File: src/hdl/shbh_pkg.sv
// ----------------------------------------------------------------------------
// shbh_pkg
// Types, codes and default sizes of the string hash bucket histogram.
// ----------------------------------------------------------------------------
package shbh_pkg;

	// Default sizes
	localparam int DEF_TABLE_ENTRIES = 65536;
	localparam int DEF_MAX_WORD      = 256;
	localparam int DEF_COUNT_BITS    = 24;

	// Fixed field widths
	localparam int CHAR_BITS   = 8;
	localparam int HASH_BITS   = 16;
	localparam int SPREAD_BITS = 24;

	// Input operation codes
	typedef enum logic [1:0] {
		OP_CHAR   = 2'd0,
		OP_END    = 2'd1,
		OP_REPORT = 2'd2,
		OP_CLEAR  = 2'd3
	} op_t;

	// Result status codes
	typedef enum logic [1:0] {
		ST_COUNTED  = 2'd0,
		ST_SPREAD   = 2'd1,
		ST_CLEARED  = 2'd2,
		ST_TOO_LONG = 2'd3
	} status_t;

	// Hash selection
	typedef enum logic [1:0] {
		MODE_LEN    = 2'd0,
		MODE_FIRST  = 2'd1,
		MODE_SUM    = 2'd2,
		MODE_SUM_SQ = 2'd3
	} mode_t;

	// Shared unit operations
	typedef enum logic {
		ALU_ADD = 1'b0,
		ALU_SUB = 1'b1
	} alu_op_t;

	// Word buffer control
	typedef struct packed {
		logic                 push;
		logic                 clear;
		logic [CHAR_BITS-1:0] ch;
	} word_ctl_t;

endpackage

File: src/hdl/shbh_alu.sv
// ----------------------------------------------------------------------------
// shbh_alu
// Shared add/subtract unit with borrow flag for compares.
// ----------------------------------------------------------------------------
module shbh_alu #(
	parameter int WIDTH = 24
) (
	input  shbh_pkg::alu_op_t op,
	input  logic [WIDTH-1:0]  a,
	input  logic [WIDTH-1:0]  b,
	output logic [WIDTH-1:0]  y,
	output logic              borrow
);
	import shbh_pkg::*;

	logic [WIDTH:0]   sum;
	logic [WIDTH-1:0] b_inv;
	logic             sub;

	// a + b, or a + ~b + 1 for subtract; carry out clear means a < b
	assign sub    = (op == ALU_SUB);
	assign b_inv  = sub ? ~b : b;
	assign sum    = {1'b0, a} + {1'b0, b_inv} + {{WIDTH{1'b0}}, sub};
	assign y      = sum[WIDTH-1:0];
	assign borrow = sub & ~sum[WIDTH];

endmodule

File: config.mk
export PLATFORM = sky130hd
export DESIGN_NAME = shbh_alu
export DESIGN_NICKNAME = d
export VERILOG_FILES = /design/src/hdl/shbh_pkg.sv /design/src/hdl/shbh_alu.sv
export SDC_FILE = /design/constraint.sdc
export NUM_CORES = 1
export LEC_CHECK = 0
export BUFFER_PORTS_ARGS = -buffer_cell sky130_fd_sc_hd__buf_4
export CAP_MARGIN = 40
export CORE_MARGIN = 2
export CORE_UTILIZATION = 44
export DETAILED_ROUTE_END_ITERATION = 12
export PLACE_DENSITY_LB_ADDON = 0.3
export SLEW_MARGIN = 20
export SYNTH_ARGS = -nofsm -noshare
export SYNTH_HDL_FRONTEND = slang
export SYNTH_SLANG_ARGS = --single-unit
export TNS_END_PERCENT = 5
File: constraint.sdc
create_clock -name vclk -period 2.5
set_input_delay 0 -clock vclk [all_inputs]
set_output_delay 0 -clock vclk [all_outputs]
set_load 0.02 [all_outputs]
Word-level counts from Yosys, hierarchy flattened:

Index checks and enable logic that the tools add are counted.
Widths: inputs -> output; s select.

* logic and storage cells: 6
* flip-flop bits (word level): 0
* output and inout port bits: 25
* input bits: 49

* mux-type cells: 1
* bitwise gates (word level): 3
* add/sub/neg operators: 2

Operator list (count)
* $add 24x24->25: 1
* $add 25x1->25: 1
* $mux 24: 1
* $not 24->24: 1
* $and 1x1->1: 1
* $not 1->1: 1

Longest topological paths before layout:

* word-level depth: 6
* gate-level depth with buffers: 12
* gate-level depth less buffers: 10

Worst setup path after synthesis:

No wires, ideal clock.

* path type: input-to-output
* start point: input op
* end point: output y[21]
* required time: 2500 ps
* path buffers: 2
* slack: -158 ps
* data arrival time: 2658 ps
* stages on the path: 11
* path through: buf_2 > buf_1 > xor2_1 > ha_1 > a2111o_1 > o2111ai_2 > o31ai_2 > a31o_2 > a221oi_4 > a21oi_2 > xor2_1

* cells in the longest elaborated chain, start to end: 3

Ends and longest elaborated chain
* start, declared: line shbh_alu.sv:8 `input shbh_pkg::alu_op_t op,`
* $mux 24: line shbh_alu.sv:22 `assign b_inv = sub ? ~b : b;`
* $add 24x24->25: line shbh_alu.sv:23 `assign sum = {1'b0, a} + {1'b0, b_inv} + {{WIDTH{1'b0}}, sub};`
* $add 25x1->25 *: line shbh_alu.sv:23
* end, declared: line shbh_alu.sv:11 `output logic [WIDTH-1:0] y,`

Mark *: on every way between the ends. The rest lies on a longest branch, timed or not.

Worst setup path after layout:

* start point: input op
* end point: output y[22]

The elaborated chain is that of the path after synthesis.

==> impl_metrics.yaml <==
setup_path:
  start_kind: "input port"
  crit_fanout: 10
  cp-end-kind: "output port"
  path_class: "input port to output port"
  crit_arrival_ns: 2.35
  cp_data_required_time_ns: 2.50
grt:
  grt_pass1_wl_mm: 6.085
  antenna_found_initial: 0
  grt_max_degree: 17
  gr-total-overflow: 0
  grt_pass1_vias: 1442
  grt_util_all_layers_pct: 19.95
detailed_routing:
  wl_per_cell_um: 12.29
  wl_mm: 3.897
  dr.pass1.iters: 6
  ant_nets: 0
  drt-vias-per-instance: 5.180
  drcViolationCount: 0
  drt_iter0_drc: 88
  vias: 1642
place:
  dp_hpwl_mm: 3.357
  placed_area_mm2: 0.002103
  port_buffers: 74
  gp_congestion: 0.8610
final_layout:
  final_cell_mix: "76 x buf_4, 31 x xor2_1, 26 x a21oi_1, 25 x ha_1, 17 x nand2_1"
  multi_input_area_mm2: 0.001453
  fillers: 305
  insertedDiodeCount: 0
  seq_area_um2: 0
  layout.nets: 348
  design_area_mm2: 0.002146
  synthToLayoutAreaGrowth_pct: 45.09
  final_common_cell: "buf_4"
  seq_cells: 0
  layout-drive-gt1-share_pct: 34.32
  post-route-util_pct: 65.33
  clock_buffers: 0
sta:
  worstMarginPinSlew_ns: 0.3036
  min_period_ns: 2.347
  setup_viol: 0
  maxSlewViolCount: 0
  tns_ns: 0
  hold_viol_final: 0
  holdWs_ns: 0.2962
  maxSlewHeadroom_pct: 79.18
  fmax_mhz: 426.1
  finalCritPeriodShare_pct: 93.87
cts:
  hold_buffers: 0
yosys:
  syn-num-nets: 272
  syn_area_mm2: 0.001479
  synth-seq-area-share_pct: 0
  synthCells: 197
  synth_cell_types: 39
  synth.avg_cell_area_um2: 7.507
  yosys_warnings: 0
die:
  fp.coreArea_mm2: 0.003284
  initial_core_util_pct: 45.03
  pin_count: 74
  die_area_mm2: 0.003841
  die_y_um: 61.98
  die_x_um: 61.98
  row_count: 21
pwr:
  p_leak_nw: 1.052
  ir_worst_vdd_mv: 0.2159
  power.density_mw_per_mm2: 470.1
worst_hold_path:
  min_path_cells: 3
  hp-start: "b[0]"
  min_to: "y[0]"
  hold_path.class: "input port to output port"
job:
  cap_violations: 0
status:
  outcome: "complete, no violations"
-- logic make-up (layout without fill, tap and decap cells) --
group,Yosys count,after routing,share of synthesized area (%)
compound gates,72,72,35.36
buf+inv,13,87,3.384
fa+ha+maj,26,26,22.50
simple gates,40,40,11.42
xor+xnor,45,45,26.65
mux,1,1,0.6768
-- power breakdown --
group          switching (W)  internal (W)  leakage (nW)
Combinational       0.000554      0.000455          1.05
Sequential                 0             0             0
Clock                      0             0             0
Total               0.000554      0.000455          1.05
-- final cells by class --
cell class                 count  share of cell area, %
timing repair buffer          78                  28.05
multi-input combinational    184                  67.70
inverter                       9                  1.574
tap                           46                  2.682
-- critical path, stage by stage --
cell      delay (ns)
buf_6           0.15
xor2_2          0.16
inv_1           0.08
fa_2            0.39
nor2b_2         0.13
o31a_2          0.17
o21ai_2         0.10
o41ai_4         0.35
nand2_1         0.14
a311oi_2        0.34
xor2_1          0.18
buf_4           0.16
-- worst max path at each step --
stage / from / end / cells after the start
global route: op / y[22] / 12
detailed placement: op / y[22] / 12
floorplan: op / y[21] / 11
finish: op / y[22] / 12
global placement: op / y[22] / 12
CTS: op / y[22] / 12
-- what timing repair did --
action                                  4_1_cts  5_1_grt
pin swaps                                     0        3
endpoints found under the setup margin        1        4
setup buffers                                 0        2
resized for setup                             1        4
-- routing by layer --
metal	vias to the layer above	track usage, %	part of all wire [%]
li1	867	-	-
met1	731	26.97	45
met2	44	36.16	51
met3	0	0.8282	4.4
met4	0	1.824	0
met5	-	0	0
-- synth_stat cells, drive strengths merged --
cell type | n | area (µm²)
a2111o | 1 | 11.26
a2111oi | 1 | 15.01
a211oi | 2 | 15.01
a21o | 5 | 37.54
a21oi | 27 | 138.9
a221oi | 1 | 26.28
a311oi | 1 | 15.01
a31o | 1 | 8.760
a31oi | 3 | 18.77
and4 | 1 | 8.760
buf | 3 | 12.51
clkbuf | 1 | 3.750
fa | 1 | 20.02
ha | 25 | 312.8
inv | 9 | 33.78
mux2i | 1 | 10.01
nand2 | 17 | 63.81
nand3 | 1 | 5.000
nand3b | 1 | 7.510
nand4 | 2 | 12.51
nor2 | 16 | 60.06
nor2b | 1 | 6.260
nor3 | 1 | 5.000
o2111ai | 1 | 15.01
o211ai | 3 | 22.52
o21a | 7 | 53.80
o21ai | 9 | 48.79
o21bai | 5 | 37.54
o31a | 1 | 10.01
o31ai | 3 | 32.53
o41ai | 1 | 16.27
xnor2 | 13 | 113.9
xor2 | 32 | 280.3
-- per-stage QoR --
stage               setup slack [ns]  cells  total power (W)
global route                -0.01708    317         0.001100
global placement              0.1192    315        0.0009822
detailed placement          0.002603    315        0.0009919
floorplan                    0.05164    197        0.0006418
finish                        0.1533    317         0.001009
CTS                          0.06328    315         0.001003
Note: power is estimated with default switching activity, not from simulation.
