<file path="config.mk">
export PLATFORM = sky130hd
export DESIGN_NAME = shbh_seq
export DESIGN_NICKNAME = d
export VERILOG_FILES = /design/src/hdl/shbh_pkg.sv /design/src/hdl/shbh_seq.sv
export SDC_FILE = /design/constraint.sdc
export NUM_CORES = 1
export LEC_CHECK = 0
export BUFFER_PORTS_ARGS = -buffer_cell sky130_fd_sc_hd__buf_4
export CAP_MARGIN = 15
export CORE_ASPECT_RATIO = 1.1
export CORE_UTILIZATION = 40
export CTS_CLUSTER_DIAMETER = 80
export DETAILED_ROUTE_END_ITERATION = 8
export GPL_TIMING_DRIVEN = 1
export SETUP_SLACK_MARGIN = 0.5
export SLEW_MARGIN = 20
export SYNTH_ARGS = -nofsm -noshare
export SYNTH_HDL_FRONTEND = slang
export SYNTH_SLANG_ARGS = --single-unit
</file>
<file path="constraint.sdc">
create_clock -name clk -period 2.8 [get_ports clk]
set_clock_uncertainty 0.2 [all_clocks]
set_input_delay 0.42 -clock clk [delete_from_list [all_inputs] [get_ports clk]]
set_output_delay 0.42 -clock clk [all_outputs]
set_load 0.05 [all_outputs]
</file>
<file path="src/hdl/shbh_pkg.sv">
// ----------------------------------------------------------------------------
// shbh_pkg
// Types, codes and default sizes of the string hash bucket histogram.
// ----------------------------------------------------------------------------
package shbh_pkg;

	// Default sizes
	localparam int DEF_TABLE_ENTRIES = 65536;
	localparam int DEF_MAX_WORD      = 256;
	localparam int DEF_COUNT_BITS    = 24;

	// Fixed field widths
	localparam int CHAR_BITS   = 8;
	localparam int HASH_BITS   = 16;
	localparam int SPREAD_BITS = 24;

	// Input operation codes
	typedef enum logic [1:0] {
		OP_CHAR   = 2'd0,
		OP_END    = 2'd1,
		OP_REPORT = 2'd2,
		OP_CLEAR  = 2'd3
	} op_t;

	// Result status codes
	typedef enum logic [1:0] {
		ST_COUNTED  = 2'd0,
		ST_SPREAD   = 2'd1,
		ST_CLEARED  = 2'd2,
		ST_TOO_LONG = 2'd3
	} status_t;

	// Hash selection
	typedef enum logic [1:0] {
		MODE_LEN    = 2'd0,
		MODE_FIRST  = 2'd1,
		MODE_SUM    = 2'd2,
		MODE_SUM_SQ = 2'd3
	} mode_t;

	// Shared unit operations
	typedef enum logic {
		ALU_ADD = 1'b0,
		ALU_SUB = 1'b1
	} alu_op_t;

	// Word buffer control
	typedef struct packed {
		logic                 push;
		logic                 clear;
		logic [CHAR_BITS-1:0] ch;
	} word_ctl_t;

endpackage

</file>
<file path="src/hdl/shbh_seq.sv">
// ----------------------------------------------------------------------------
// shbh_seq
// Sequencer: hashing, bucket update and table scan over the shared unit, and clear.
// ----------------------------------------------------------------------------
module shbh_seq #(
	parameter int TABLE_ENTRIES = 65536,
	parameter int MAX_WORD      = 256,
	parameter int COUNT_BITS    = 24,
	parameter int ALU_W         = 24,
	localparam int ADDR_W = $clog2(TABLE_ENTRIES),
	localparam int LEN_W  = $clog2(MAX_WORD + 1),
	localparam int IDX_W  = $clog2(MAX_WORD)
) (
	input  logic                               clk,
	input  logic                               arst_n,
	input  shbh_pkg::mode_t                    hash_mode,
	// Input items
	input  logic                               in_valid,
	output logic                               in_ready,
	input  shbh_pkg::op_t                      in_op,
	input  logic [shbh_pkg::CHAR_BITS-1:0]     in_char,
	// Result items
	output logic                               out_valid,
	input  logic                               out_ready,
	output shbh_pkg::status_t                  out_status,
	output logic [shbh_pkg::HASH_BITS-1:0]     out_bucket,
	output logic [shbh_pkg::SPREAD_BITS-1:0]   out_spread,
	// Word buffer
	output shbh_pkg::word_ctl_t                word_ctl,
	input  logic [LEN_W-1:0]                   word_len,
	input  logic [shbh_pkg::HASH_BITS-1:0]     word_sum,
	input  logic                               word_ovf,
	output logic [IDX_W-1:0]                   char_addr,
	input  logic [shbh_pkg::CHAR_BITS-1:0]     char_data,
	// Counter memory
	output logic                               ram_we,
	output logic [ADDR_W-1:0]                  ram_waddr,
	output logic [COUNT_BITS-1:0]              ram_wdata,
	output logic [ADDR_W-1:0]                  ram_raddr,
	input  logic [COUNT_BITS-1:0]              ram_rdata,
	// Shared unit
	output shbh_pkg::alu_op_t                  alu_op,
	output logic [ALU_W-1:0]                   alu_a,
	output logic [ALU_W-1:0]                   alu_b,
	input  logic [ALU_W-1:0]                   alu_y,
	input  logic                               alu_borrow
);
	import shbh_pkg::*;

	// Conditional subtract steps for the bucket reduction: quotient < 2^MOD_STEPS
	localparam int MOD_STEPS = 17 - $clog2(TABLE_ENTRIES);
	localparam int STEP_W    = $clog2(MOD_STEPS + 1);
	localparam logic [ADDR_W-1:0]     LAST_IDX  = ADDR_W'(TABLE_ENTRIES - 1);
	localparam logic [COUNT_BITS-1:0] COUNT_MAX = {COUNT_BITS{1'b1}};

	typedef enum logic [10:0] {
		S_CLR     = 11'b000_0000_0001,
		S_IDLE    = 11'b000_0000_0010,
		S_RDC     = 11'b000_0000_0100,
		S_SUM     = 11'b000_0000_1000,
		S_MOD     = 11'b000_0001_0000,
		S_RDB     = 11'b000_0010_0000,
		S_INC     = 11'b000_0100_0000,
		S_CMP_MAX = 11'b000_1000_0000,
		S_CMP_MIN = 11'b001_0000_0000,
		S_SPREAD  = 11'b010_0000_0000,
		S_EMIT    = 11'b100_0000_0000
	} state_t;

	state_t                  state_q;
	logic [ADDR_W-1:0]       idx_q;
	logic [STEP_W-1:0]       step_q;
	logic [HASH_BITS-1:0]    h_q;
	logic [CHAR_BITS-1:0]    chr_q;
	logic [HASH_BITS-1:0]    sq_q;
	logic [COUNT_BITS-1:0]   cnt_q;
	logic [COUNT_BITS-1:0]   max_q;
	logic [COUNT_BITS-1:0]   min_q;
	logic                    seen_q;
	logic                    clr_op_q;
	status_t                 res_status_q;
	logic [HASH_BITS-1:0]    res_bucket_q;
	logic [SPREAD_BITS-1:0]  res_spread_q;
	logic                    out_valid_q;
	status_t                 out_status_q;
	logic [HASH_BITS-1:0]    out_bucket_q;
	logic [SPREAD_BITS-1:0]  out_spread_q;

	logic                    accept;
	logic                    out_free;
	logic [CHAR_BITS-1:0]    char_eff;
	logic [HASH_BITS-1:0]    h_sel;

	assign in_ready = (state_q == S_IDLE);
	assign accept   = in_valid & in_ready;
	assign out_free = ~out_valid_q | out_ready;

	// Empty word reads its first and middle character as zero
	assign char_eff  = (word_len == '0) ? '0 : char_data;
	assign char_addr = (hash_mode == MODE_FIRST) ? '0 : IDX_W'(word_len >> 1);

	// Word buffer control
	always_comb begin
		word_ctl.push  = accept && (in_op == OP_CHAR);
		word_ctl.clear = (accept && (in_op == OP_END) && word_ovf) || (state_q == S_INC);
		word_ctl.ch    = in_char;
	end

	// Hash selection
	always_comb begin
		case (hash_mode)
			MODE_LEN:    h_sel = HASH_BITS'(word_len);
			MODE_FIRST:  h_sel = HASH_BITS'(chr_q);
			MODE_SUM:    h_sel = word_sum;
			MODE_SUM_SQ: h_sel = alu_y[HASH_BITS-1:0];
			default:     h_sel = word_sum;
		endcase
	end

	// Shared unit operand selection
	always_comb begin
		alu_op = ALU_ADD;
		alu_a  = '0;
		alu_b  = '0;
		case (state_q)
			S_SUM: begin
				alu_a = ALU_W'(word_sum);
				alu_b = ALU_W'(sq_q);
			end
			S_MOD: begin
				alu_op = ALU_SUB;
				alu_a  = ALU_W'(h_q);
				alu_b  = ALU_W'(TABLE_ENTRIES) << step_q;
			end
			S_INC: begin
				alu_a = ALU_W'(ram_rdata);
				alu_b = ALU_W'(1);
			end
			S_CMP_MAX: begin
				alu_op = ALU_SUB;
				alu_a  = ALU_W'(max_q);
				alu_b  = ALU_W'(ram_rdata);
			end
			S_CMP_MIN: begin
				alu_op = ALU_SUB;
				alu_a  = ALU_W'(cnt_q);
				alu_b  = ALU_W'(min_q);
			end
			S_SPREAD: begin
				alu_op = ALU_SUB;
				alu_a  = ALU_W'(max_q);
				alu_b  = ALU_W'(min_q);
			end
			default: begin
				alu_op = ALU_ADD;
			end
		endcase
	end

	// Counter memory addressing; the scan fetches the next entry during the min compare
	always_comb begin
		case (state_q)
			S_IDLE:    ram_raddr = '0;
			S_CMP_MIN: ram_raddr = idx_q + ADDR_W'(1);
			S_RDB:     ram_raddr = h_q[ADDR_W-1:0];
			S_INC:     ram_raddr = h_q[ADDR_W-1:0];
			default:   ram_raddr = idx_q;
		endcase
	end

	assign ram_we    = (state_q == S_INC) || (state_q == S_CLR);
	assign ram_waddr = (state_q == S_INC) ? h_q[ADDR_W-1:0] : idx_q;
	assign ram_wdata = (state_q == S_CLR)         ? '0 :
	                   (ram_rdata == COUNT_MAX)   ? ram_rdata :
	                                                alu_y[COUNT_BITS-1:0];

	// Sequencer
	always_ff @(posedge clk or negedge arst_n) begin
		if (!arst_n) begin
			state_q      <= S_CLR;
			idx_q        <= '0;
			step_q       <= '0;
			clr_op_q     <= 1'b0;
			seen_q       <= 1'b0;
			h_q          <= '0;
			chr_q        <= '0;
			sq_q         <= '0;
			cnt_q        <= '0;
			max_q        <= '0;
			min_q        <= '0;
			res_status_q <= ST_COUNTED;
			res_bucket_q <= '0;
			res_spread_q <= '0;
			out_valid_q  <= 1'b0;
			out_status_q <= ST_COUNTED;
			out_bucket_q <= '0;
			out_spread_q <= '0;
		end else begin
			// Output register: loaded from the emit state, dropped on transfer
			if ((state_q == S_EMIT) && out_free) begin
				out_valid_q <= 1'b1;
			end else if (out_ready) begin
				out_valid_q <= 1'b0;
			end
			case (state_q)
				// Clearing pass after reset and for the clear operation
				S_CLR: begin
					idx_q <= idx_q + ADDR_W'(1);
					if (idx_q == LAST_IDX) begin
						if (clr_op_q) begin
							res_status_q <= ST_CLEARED;
							res_bucket_q <= '0;
							res_spread_q <= '0;
							state_q      <= S_EMIT;
						end else begin
							state_q <= S_IDLE;
						end
					end
				end
				S_IDLE: begin
					if (accept) begin
						case (in_op)
							OP_END: begin
								if (word_ovf) begin
									res_status_q <= ST_TOO_LONG;
									res_bucket_q <= '0;
									res_spread_q <= '0;
									state_q      <= S_EMIT;
								end else begin
									state_q <= S_RDC;
								end
							end
							OP_REPORT: begin
								idx_q   <= '0;
								max_q   <= '0;
								min_q   <= '0;
								seen_q  <= 1'b0;
								state_q <= S_CMP_MAX;
							end
							OP_CLEAR: begin
								idx_q    <= '0;
								clr_op_q <= 1'b1;
								state_q  <= S_CLR;
							end
							default: begin
								state_q <= S_IDLE;
							end
						endcase
					end
				end
				// Character read back; square it for the sum-plus-square hash
				S_RDC: begin
					chr_q   <= char_eff;
					sq_q    <= HASH_BITS'(char_eff) * HASH_BITS'(char_eff);
					state_q <= S_SUM;
				end
				S_SUM: begin
					h_q     <= h_sel;
					step_q  <= STEP_W'(MOD_STEPS - 1);
					state_q <= S_MOD;
				end
				// Bucket reduction by conditional subtracts of shifted table size
				S_MOD: begin
					if (!alu_borrow) begin
						h_q <= alu_y[HASH_BITS-1:0];
					end
					if (step_q == '0) begin
						state_q <= S_RDB;
					end else begin
						step_q <= step_q - STEP_W'(1);
					end
				end
				S_RDB: begin
					state_q <= S_INC;
				end
				// Saturating increment written back this cycle
				S_INC: begin
					res_status_q <= ST_COUNTED;
					res_bucket_q <= h_q;
					res_spread_q <= '0;
					state_q      <= S_EMIT;
				end
				S_CMP_MAX: begin
					cnt_q <= ram_rdata;
					if (alu_borrow) begin
						max_q <= ram_rdata;
					end
					state_q <= S_CMP_MIN;
				end
				S_CMP_MIN: begin
					if ((cnt_q != '0) && (!seen_q || alu_borrow)) begin
						min_q  <= cnt_q;
						seen_q <= 1'b1;
					end
					if (idx_q == LAST_IDX) begin
						state_q <= S_SPREAD;
					end else begin
						idx_q   <= idx_q + ADDR_W'(1);
						state_q <= S_CMP_MAX;
					end
				end
				S_SPREAD: begin
					res_status_q <= ST_SPREAD;
					res_bucket_q <= '0;
					res_spread_q <= alu_y[SPREAD_BITS-1:0];
					state_q      <= S_EMIT;
				end
				// Hand the result to the output register once it is free
				S_EMIT: begin
					if (out_free) begin
						out_status_q <= res_status_q;
						out_bucket_q <= res_bucket_q;
						out_spread_q <= res_spread_q;
						clr_op_q     <= 1'b0;
						state_q      <= S_IDLE;
					end
				end
				default: begin
					state_q <= S_IDLE;
				end
			endcase
		end
	end

	assign out_valid  = out_valid_q;
	assign out_status = out_status_q;
	assign out_bucket = out_bucket_q;
	assign out_spread = out_spread_q;

endmodule

</file>
; ---- Word level (Yosys, flattened, before mapping)
; Cells that the tools add are included.
[word_totals]
regBits = 227
input_bits = 99
wordCells = 153
out_inout_bits = 168
[op_classes]
n_shift = 1
multipliers = 1
addsub = 2
eq_ne = 33
muxes = 61
bitwise = 3
reduce_logical = 34
[ops]
columns = operator, n
row1 = $mux W24, 11
row2 = $pmux W24 S5, 2
row3 = $mux W16, 10
row4 = $pmux W16 S4, 2
row5 = $pmux W11 S10, 1
row6 = $pmux W16 S3, 2
row7 = $pmux W24 S2, 2
row8 = $pmux W24 S4, 1
row9 = $mux W11, 6
row10 = $pmux W11 S3, 1
row11 = $pmux W16 S2, 1
row12 = $eq A24 B24 Y1 const B, 1
row13 = $reduce_bool A24 Y1, 1
row14 = $shl A17 B1 Y24 const A, 1
row15 = $reduce_and A4 Y1, 5
row16 = $add A16 B1 Y16 const B, 1
row17 = $eq A16 B16 Y1 const B, 1
row18 = $mul A8 B8 Y16, 1
row19 = $mux W8, 2
row20 = $ne A2 B2 Y1 const B, 8
row21 = $ne A2 B1 Y1 const B, 6
row22 = $eq A11 B1 Y1 const B, 1
row23 = $eq A11 B10 Y1 const B, 1
row24 = $eq A11 B11 Y1 const B, 1
row25 = 31 further kinds, 66

; ---- Depth between registers and ports, before layout
; Gate-level depths: netlist (run 1).
[depth]
ltp_word = 5
depth_mapped = 19

; ---- Worst setup path after synthesis (run 1)
; No wires, ideal clock.
[synth_path]
path_type = input port to flip-flop
start = input port word_len[3]
end = register sq_q[14]
path_slack_ns = -2.047
path_buffers = 2
t_arrival_ns = 4.551
setup_ns = 0.096
path_stages = 17
required_ns = 2.504
cell_sequence = nor4_1 > nand3_1 > clkbuf_1 > clkbuf_1 > and3_1 > fa_1 > fa_1 > inv_1 > fa_1 > fa_1 > inv_1 > ha_1 > o21a_1 > o21ai_0 > or3_1 > and3_1 > o31ai_1
[synth_between]
elab_chain_len = 3
[synth_rtl]
columns = item, line
row1 = from (decl), shbh_seq.sv:30  ; input logic [LEN_W-1:0] word_len,
row2 = $logic_not A9 Y1, shbh_seq.sv:99  ; assign char_eff = (word_len == '0) ? '0 : char_data;
row3 = $mux W8, shbh_seq.sv:99
row4 = $mul A8 B8 Y16, shbh_seq.sv:254  ; sq_q <= HASH_BITS'(char_eff) * HASH_BITS'(char_eff);
row5 = to (signal assigned), shbh_seq.sv:254
row6 = to (decl), shbh_seq.sv:75  ; logic [HASH_BITS-1:0] sq_q;
; No other way between the ends.
; A chain may end at the register's enable or synchronous reset.

; ---- Final worst setup path (run 1)
[layout_path]
start = input port word_len[7]
end = register sq_q[15]
; The elaborated chain is that of the path after synthesis.

==> impl_results.md, run 1 <==
- Antenna-violating nets left: 0
- Final weighted congestion in routability-driven placement: 0.8894
- Final-report setup violation count: 153
- Compound-Gate Fraction of Synth Area: 17.47%
- Total Die Area: 0.03339 sq mm
- Highest clock frequency the design can meet: 0.2248 GHz
- CP arrival: 4.65 ns
- RR Endpoint: idx_q[0]$_DFFE_PN0P_
- Fraction of the mapped netlist area in simple logic gates: 21.26%
- Pre-CTS setup slack: -2.140 ns
- Mean instance size in the synthesized netlist: 9.371 sq um
- Total of warnings raised by yosys: 0
- Average wire per standard cell: 22.51 um
- Main combinational cell family by area after synthesis: simple AND/OR/NAND/NOR gates
- Die height: 191.5 um
- Post-synth top flop: dfrtp_1
- Deepest clock path buffer count: 3
- Worst hold slack across all endpoints: 0.01757 ns
- Routed met1 length: 20930 um
- Setup repair after global routing missed its margin: true
- Minimum clock period after layout: 4.449 ns
- Setup slack on the worst flop-to-flop path: -0.33 ns
- Max-cap violations: 0
- Initial antenna violation count: 1
- CP endpoint kind: flip-flop
- Adder-cell share of the synthesized area: 6.513%
- Power Density: 612.4 mW/mm^2
- Detailed-routed wire length on met2: 26120 um
- Worst hold stages: 3
- Count of flip-flops with a built-in enable after synthesis: 0
- Final Max Tran Viols: 0
- Hold path startpoint: ram_rdata[17]
- Detail-routed via count per cell: 5.696
- Total number of vias: 13.31k
- Endpoint of the worst hold path: cnt_q[17]$_DFFE_PN0N_
- Sequential area share after synthesis: 42.92%
- Clock tree from TritonCTS: done
- Data required time of the worst path: 3.00 ns
- Tcrit/Tclk final: 158.9%
- Final net count: 2047
- Sinks on Clock Net: 224
- Number of I/O port buffers: 250
- Number of placement rows: 69
- Run status: complete, but fails checks
- Most common cell in the synthesized netlist: nand2_1
- Horizontal extent of the die: 174.3 um
- Static leakage power: 10.78 nW
- Number of flip-flops and latches in the synthesized netlist: 224
- GR Util All Layers: 30.89%
- Number of search-and-repair iterations in the first detailed-routing pass: 9
- Worst r2r src: state_q[1]$_DFFE_PN0P_
- Count of routing violations after the opening detailed-route iteration: 1214
- Worst IR drop on VDD: 0.6098 mV
- Area grow syn2layout: 73.33%
- Share of layout cells above drive strength 1: 52.91%
- Worst path setup slack after routing: -1.649 ns
- Top layer used by detailed routing: met4
- Maximum number of pins on one net before global-route repair: 49
- Worst setup SP type: input port
- Post-detailed-routing wire length: 52580 um
- Synthesized cell area: 0.01306 sq mm
- Share of synthesized flip-flops with an asynchronous set or reset: 100.0%
- Clock transition at the registers of the reported paths: 0.06 ns
- Post-synthesis mux area share: 4.578%
- Number of design rule violations left after detail routing: 0
- Synth area leaders: dfrtp_1 (43%), nand2_1 (7.6%), a22o_1 (4.3%)
- Buffer cell driving the clock tree root: clkbuf_16
- Number of distinct library cell variants in the gate-level netlist after synthesis: 70
- Level count of the clock H-tree: 1
- Number of cells produced by synthesis: 1394
- Gr ovfl total: 0
- Path type of the worst setup path: in -> reg
- Io pins: 267
- Final HPWL DP: 35740 um
- Number of global-route vias before repair: 13.38k
- Max transition margin: 50.17%
- Leading cell types by count after synthesis: nand2_1 (264), dfrtp_1 (223), nor2_1 (82)
- Number of failing hold endpoints at the final stage: 0
- Post-synthesis xor/xnor area fraction: 1.341%
- Worst Hold Class: in -> reg
- Share of the synthesized area in the top cell type: 42.72%
- Syn nets: 1546
- Core footprint: 0.03220 sq mm
- Wire length on met3: 3498 um
- Tightest Pin Transition: 0.7475 ns
- Global-route wire length before repair: 78980 um
- Worst-path fanout max: 5
- Starting utilization of the core area: 40.57%
- Biggest area consumer among synthesized cells: dfrtp_1
- R2R cell count: 10
- Num CTS Buffers: 25
- Failing checks: negative setup slack
- Count of fill cells added during filler insertion: 2367
- Worst-Skew Late Latency: 0.54 ns
[cell families (layout without fill, tap and decap cells)]
logic type,Yosys count,count (layout)
and+or+nand+nor,565,568
AOI/OAI and AO/OA,313,314
DFF,224,224
buffers and inverters,165,676
muxes,54,54
adders and majority gates,53,53
xor gates and xnor gates,20,20
other,0,1
[critical path, cell delays in order]
cell	delay (ns)
buf_6	0.10
nor4_4	0.29
nand3_2	0.15
buf_6	0.17
and3_4	0.15
fa_2	0.61
fa_1	0.45
fa_1	0.53
inv_2	0.04
fa_1	0.54
inv_2	0.05
ha_4	0.28
o21ai_2	0.06
a21oi_2	0.18
buf_4	0.14
nand4_1	0.12
a211oi_2	0.27
o31ai_1	0.10
[how the worst max path moves through the flow]
stage	start	end	slack [ns]	cells past startpoint
after floorplan	word_len[7]	sq_q[15]$_DFFE_PN0P_	-1.84	17
final	word_len[7]	sq_q[15]$_DFFE_PN0P_	-1.65	18
after CTS	word_len[7]	sq_q[14]$_DFFE_PN0P_	-1.51	19
after detailed placement	word_len[7]	sq_q[14]$_DFFE_PN0P_	-2.14	18
after global routing	word_len[7]	sq_q[15]$_DFFE_PN0P_	-1.79	18
after global placement	word_len[7]	sq_q[14]$_DFFE_PN0P_	-2.06	18
[area by class of cell]
class                   count  area (sq um)  share of cell area, %
multi-input cells        1009          9346                  41.28
inverters                  68         280.3                  1.238
well taps                 426         533.0                  2.354
clock inverters            11         136.4                 0.6023
clock buffers              30         664.4                  2.934
repair buffers            565          6055                  26.74
repair inverters            2         17.52                0.07736
diodes                      1         2.502                0.01105
flip-flops and latches    224          5608                  24.77
[registers in the layout (all words and copies together) (netlist names)]
register      count
cnt_q            24
max_q            24
min_q            24
out_spread       24
res_spread_q     24
h_q              16
idx_q            16
out_bucket       16
res_bucket_q     16
sq_q             14
state_q          11
chr_q             8
out_status        2
res_status_q      2
clr_op_q          1
out_valid         1
seen_q            1
[report_power, final]
part	internal [mW]	switching, mW
logic	2.81	3.29
clock network	1.95	1.38
registers	3.72	0.718
[layer usage]
layer / up-vias / global-route usage [%]
met4: 0 / 11.74
li1: 5991 / -
met5: - / 0
met3: 115 / 5.151
met1: 6673 / 39.57
met2: 526 / 52.18
[through the flow]
stage | cell area [sq um] | util, % | setup TNS (ns) | instances | power, mW
2_1_floorplan | 15460 | - | -24.58 | 1394 | 7.536
3_3_place_gp | 18880 | 58.64 | -27.53 | 2172 | 9.338
3_5_place_dp | 18880 | 58.64 | -28.12 | 2172 | 9.385
4_1_cts | 21970 | 68.23 | -79.75 | 2311 | 13.48
5_1_grt | 22640 | 70.31 | -89.52 | 2335 | 14.47
6_report | 22640 | 70.32 | -81.11 | 2336 | 13.87
[repair_timing]
action | in CTS | in global routing
cloned | 19 | 4
pin swaps | 74 | 83
setup buffers | 50 | 19
resized for setup | 346 | 86
hold buffers | 29 | 1
endpoints found under the setup margin | 292 | 318
hold endpoints to repair | 93 | 1
[layout by cell type (no fill, tap or decap), drive strengths merged, types with 32 or more instances in the layout]
cell type and n:
nand3 41, inv 69, and3 32, a22o 64, clkbuf 33, buf 531, o21ai 86, nor2 91
nand2 264, mux2 46, dfrtp 223, a21oi 43
Note: power is estimated with default switching activity, not from simulation.
==> run 2: changes to the inputs <==
clock period = 5.2 ns   (was 2.8 ns; I/O delays follow)
==> run 2 against run 1 <==
Against the previous run: the run ends with design-rule violations left; cell area is 27% lower; global-route usage shrank 4.9 points; sequential share of layout area grew 9.1 points; utilization is 19 points lower; wire length down 16%; first-iteration DRC count down 3.0%; hold slack improved by 0.018 ns; power decreased by 55%; via count down 11%; critical path type unchanged.
==> impl_results.md, run 2 (synthesis results as in run 1) <==
- Initial antenna violation count: 2 (+1)
- Clock tree from TritonCTS: done
- Tcrit/Tclk final: 90.12%
- Standard cell area after detailed placement: 0.01550 sq mm (-18%)
- Final weighted congestion in routability-driven placement: 0.9026 (+1.5%)
- Run status: complete, but fails checks
- Number of I/O port buffers: 250 (unchanged)
- Final Util: 51.45% (-19 points)
- Critical-path cell list: buf_4, nor3_2, nand3_2, buf_6, and2_4, nand2_4, inv_2, fa_1, fa_1, inv_1, fa_1, fa_1, inv_2, ha_4, o21a_1, o21ai_1, or3_1, and3_1, o31ai_1
- Die height: 191.5 um (unchanged)
- Setup slack on the worst flop-to-flop path: 1.39 ns (+1.72 ns)
- CP endpoint kind: flip-flop
- R2R cell count: 6 (-4)
- Count of placed standard cells in the final layout, fillers left out: 2085 (-11%)
- Buffer cell driving the clock tree root: clkbuf_16
- Share of layout cells above drive strength 1: 30.02% (-23 points)
- Highest clock frequency the design can meet: 0.2134 GHz
- Sinks on Clock Net: 224 (unchanged)
- Post-route cell area: 0.01657 sq mm (-27%)
- Gr ovfl total: 0 (unchanged)
- Number of failing hold endpoints at the final stage: 0 (unchanged)
- Setup repair after global routing missed its margin: true
- Total Die Area: 0.03339 sq mm (unchanged)
- Maximum number of pins on one net before global-route repair: 104 (+110%)
- Global-route wire length before repair: 66990 um (-15%)
- Max-cap violations: 0 (unchanged)
- Data required time of the worst path: 5.45 ns (+2.45 ns)
- Final HPWL DP: 31820 um (-11%)
- Max transition margin: 18.53% (-32 points)
- RR Endpoint: idx_q[14]$_DFFE_PN0P_
- Number of global-route vias before repair: 11.17k (-16%)
- Final net count: 1791 (-13%)
- Worst Hold Class: in -> async
- Static leakage power: 8.211 nW (-24%)
- GR Util All Layers: 26.00% (-4.9 points)
- Antenna-violating nets left: 0 (unchanged)
- Antenna cells: 0 (-1)
- Most common cell on crit path: fa_1
- Number of hold buffers added after CTS: 0 (-100%)
- Worst IR drop on VDD: 0.2237 mV (-63%)
- Final-report setup violation count: 0 (-100%)
- Placed Cells incl. Taps: 2026 (-6.7%)
- Num CTS Buffers: 26 (+4.0%)
- Minimum clock period after layout: 4.686 ns
- Deepest clock path buffer count: 3 (unchanged)
- Tightest Pin Transition: 1.212 ns (+0.4645 ns)
- Worst-Skew Late Latency: 0.56 ns (+0.02 ns)
- Critical path's slowest cell: fa_1
- Level count of the clock H-tree: 1 (unchanged)
- Path type of the worst setup path: in -> reg
- Core footprint: 0.03220 sq mm (unchanged)
- Detail-routed via count per cell: 5.679 (-0.29%)
- Number of search-and-repair iterations in the first detailed-routing pass: 9 (unchanged)
- Final Max Tran Viols: 0 (unchanged)
- Worst r2r src: state_q[5]$_DFFE_PN0P_
- Starting utilization of the core area: 40.57% (unchanged)
- Power Density: 376.6 mW/mm^2 (-39%)
- Count of routing violations after the opening detailed-route iteration: 1177 (-3.0%)
- Total number of vias: 11.84k (-11%)
- Post-detailed-routing wire length: 44230 um (-16%)
- Horizontal extent of the die: 174.3 um (unchanged)
- Clock transition at the registers of the reported paths: 0.07 ns (about the same)
- Worst-path fanout max: 8 (+3)
- Leading cell types in the layout, fill and taps excluded: buf_4 (304), nand2_1 (259), dfrtp_1 (223)
- Area grow syn2layout: 26.83%
- Number of placement rows: 69 (unchanged)
- Average wire per standard cell: 21.21 um (-5.8%)
- Most common cell after layout, fill and taps aside: buf_4
- Worst setup SP type: input port
- Crit path largest cell delay: 0.51 ns (-0.10 ns)
- Failing checks: design-rule violations
- CP arrival: 4.94 ns (+0.29 ns)
- Number of design rule violations left after detail routing: 2 (+2)
- Io pins: 267 (unchanged)
[run 2: report_power, final]
group          switching (mW)  internal, mW
combinational            1.32         0.803
clock                   0.743         0.997
sequential              0.374          2.00
total                    2.44          3.80
[run 2: worst max-delay path by stage]
stage | to | startpoint | slack, ns | cells past startpoint
finish | sq_q[14]$_DFFE_PN0P_ | word_len[1] | 0.51 | 19
global route | sq_q[14]$_DFFE_PN0P_ | word_len[7] | 0.31 | 19
CTS | sq_q[14]$_DFFE_PN0P_ | word_len[7] | 0.45 | 19
detailed placement | sq_q[14]$_DFFE_PN0P_ | word_len[7] | -0.16 | 19
global placement | sq_q[14]$_DFFE_PN0P_ | word_len[7] | -0.12 | 19
floorplan | sq_q[15]$_DFFE_PN0P_ | word_len[7] | 0.20 | 17
[run 2: timing repair]
| action | CTS | global route |
|---|---|---|
| gates resized for setup | 3 | 45 |
| buffers inserted | 4 | 5 |
| pin swaps | 2 | 26 |
| gates cloned | 1 | 1 |
| endpoints found under the setup margin | 5 | 25 |
[run 2: routing by layer]
layer	GRT usage [%]	wire length [um]	up-vias
met1	35.09	18480	5868
li1	-	-	5456
met3	3.600	2958	74
met4	7.524	1258	4
met2	43.41	21500	439
met5	0	27	-
[run 2: cell type report]
cell class,instances,area (sq um)
clock buffer,38,745.7
clock inverter,10,70.07
fill,3054,15630
inverter,68,260.3
multi-input combinational,1006,6953
sequential,224,5607
tap,426,533.0
timing repair buffer,313,2400
[run 2: through the flow]
step | setup WS, ns | total power [mW] | hold WS, ns | TNS [ns]
after global routing | 0.3143 | 6.578 | 0.1132 | 0
final | 0.5140 | 6.239 | 0.03600 | 0
after detailed placement | -0.1609 | 4.423 | 0.2629 | -0.5736
after CTS | 0.4517 | 6.187 | 0.09669 | 0
after global placement | -0.1192 | 4.399 | 0.2585 | -0.3971
after floorplan | 0.1992 | 3.669 | 0.2386 | 0
[run 2: worst max-delay path: cells and delay by family]
family | cells | cell delay (ns)
fa+ha+maj | 5 | 2.21
compound gates | 3 | 0.38
buf+inv | 5 | 0.43
simple gates | 6 | 1.12
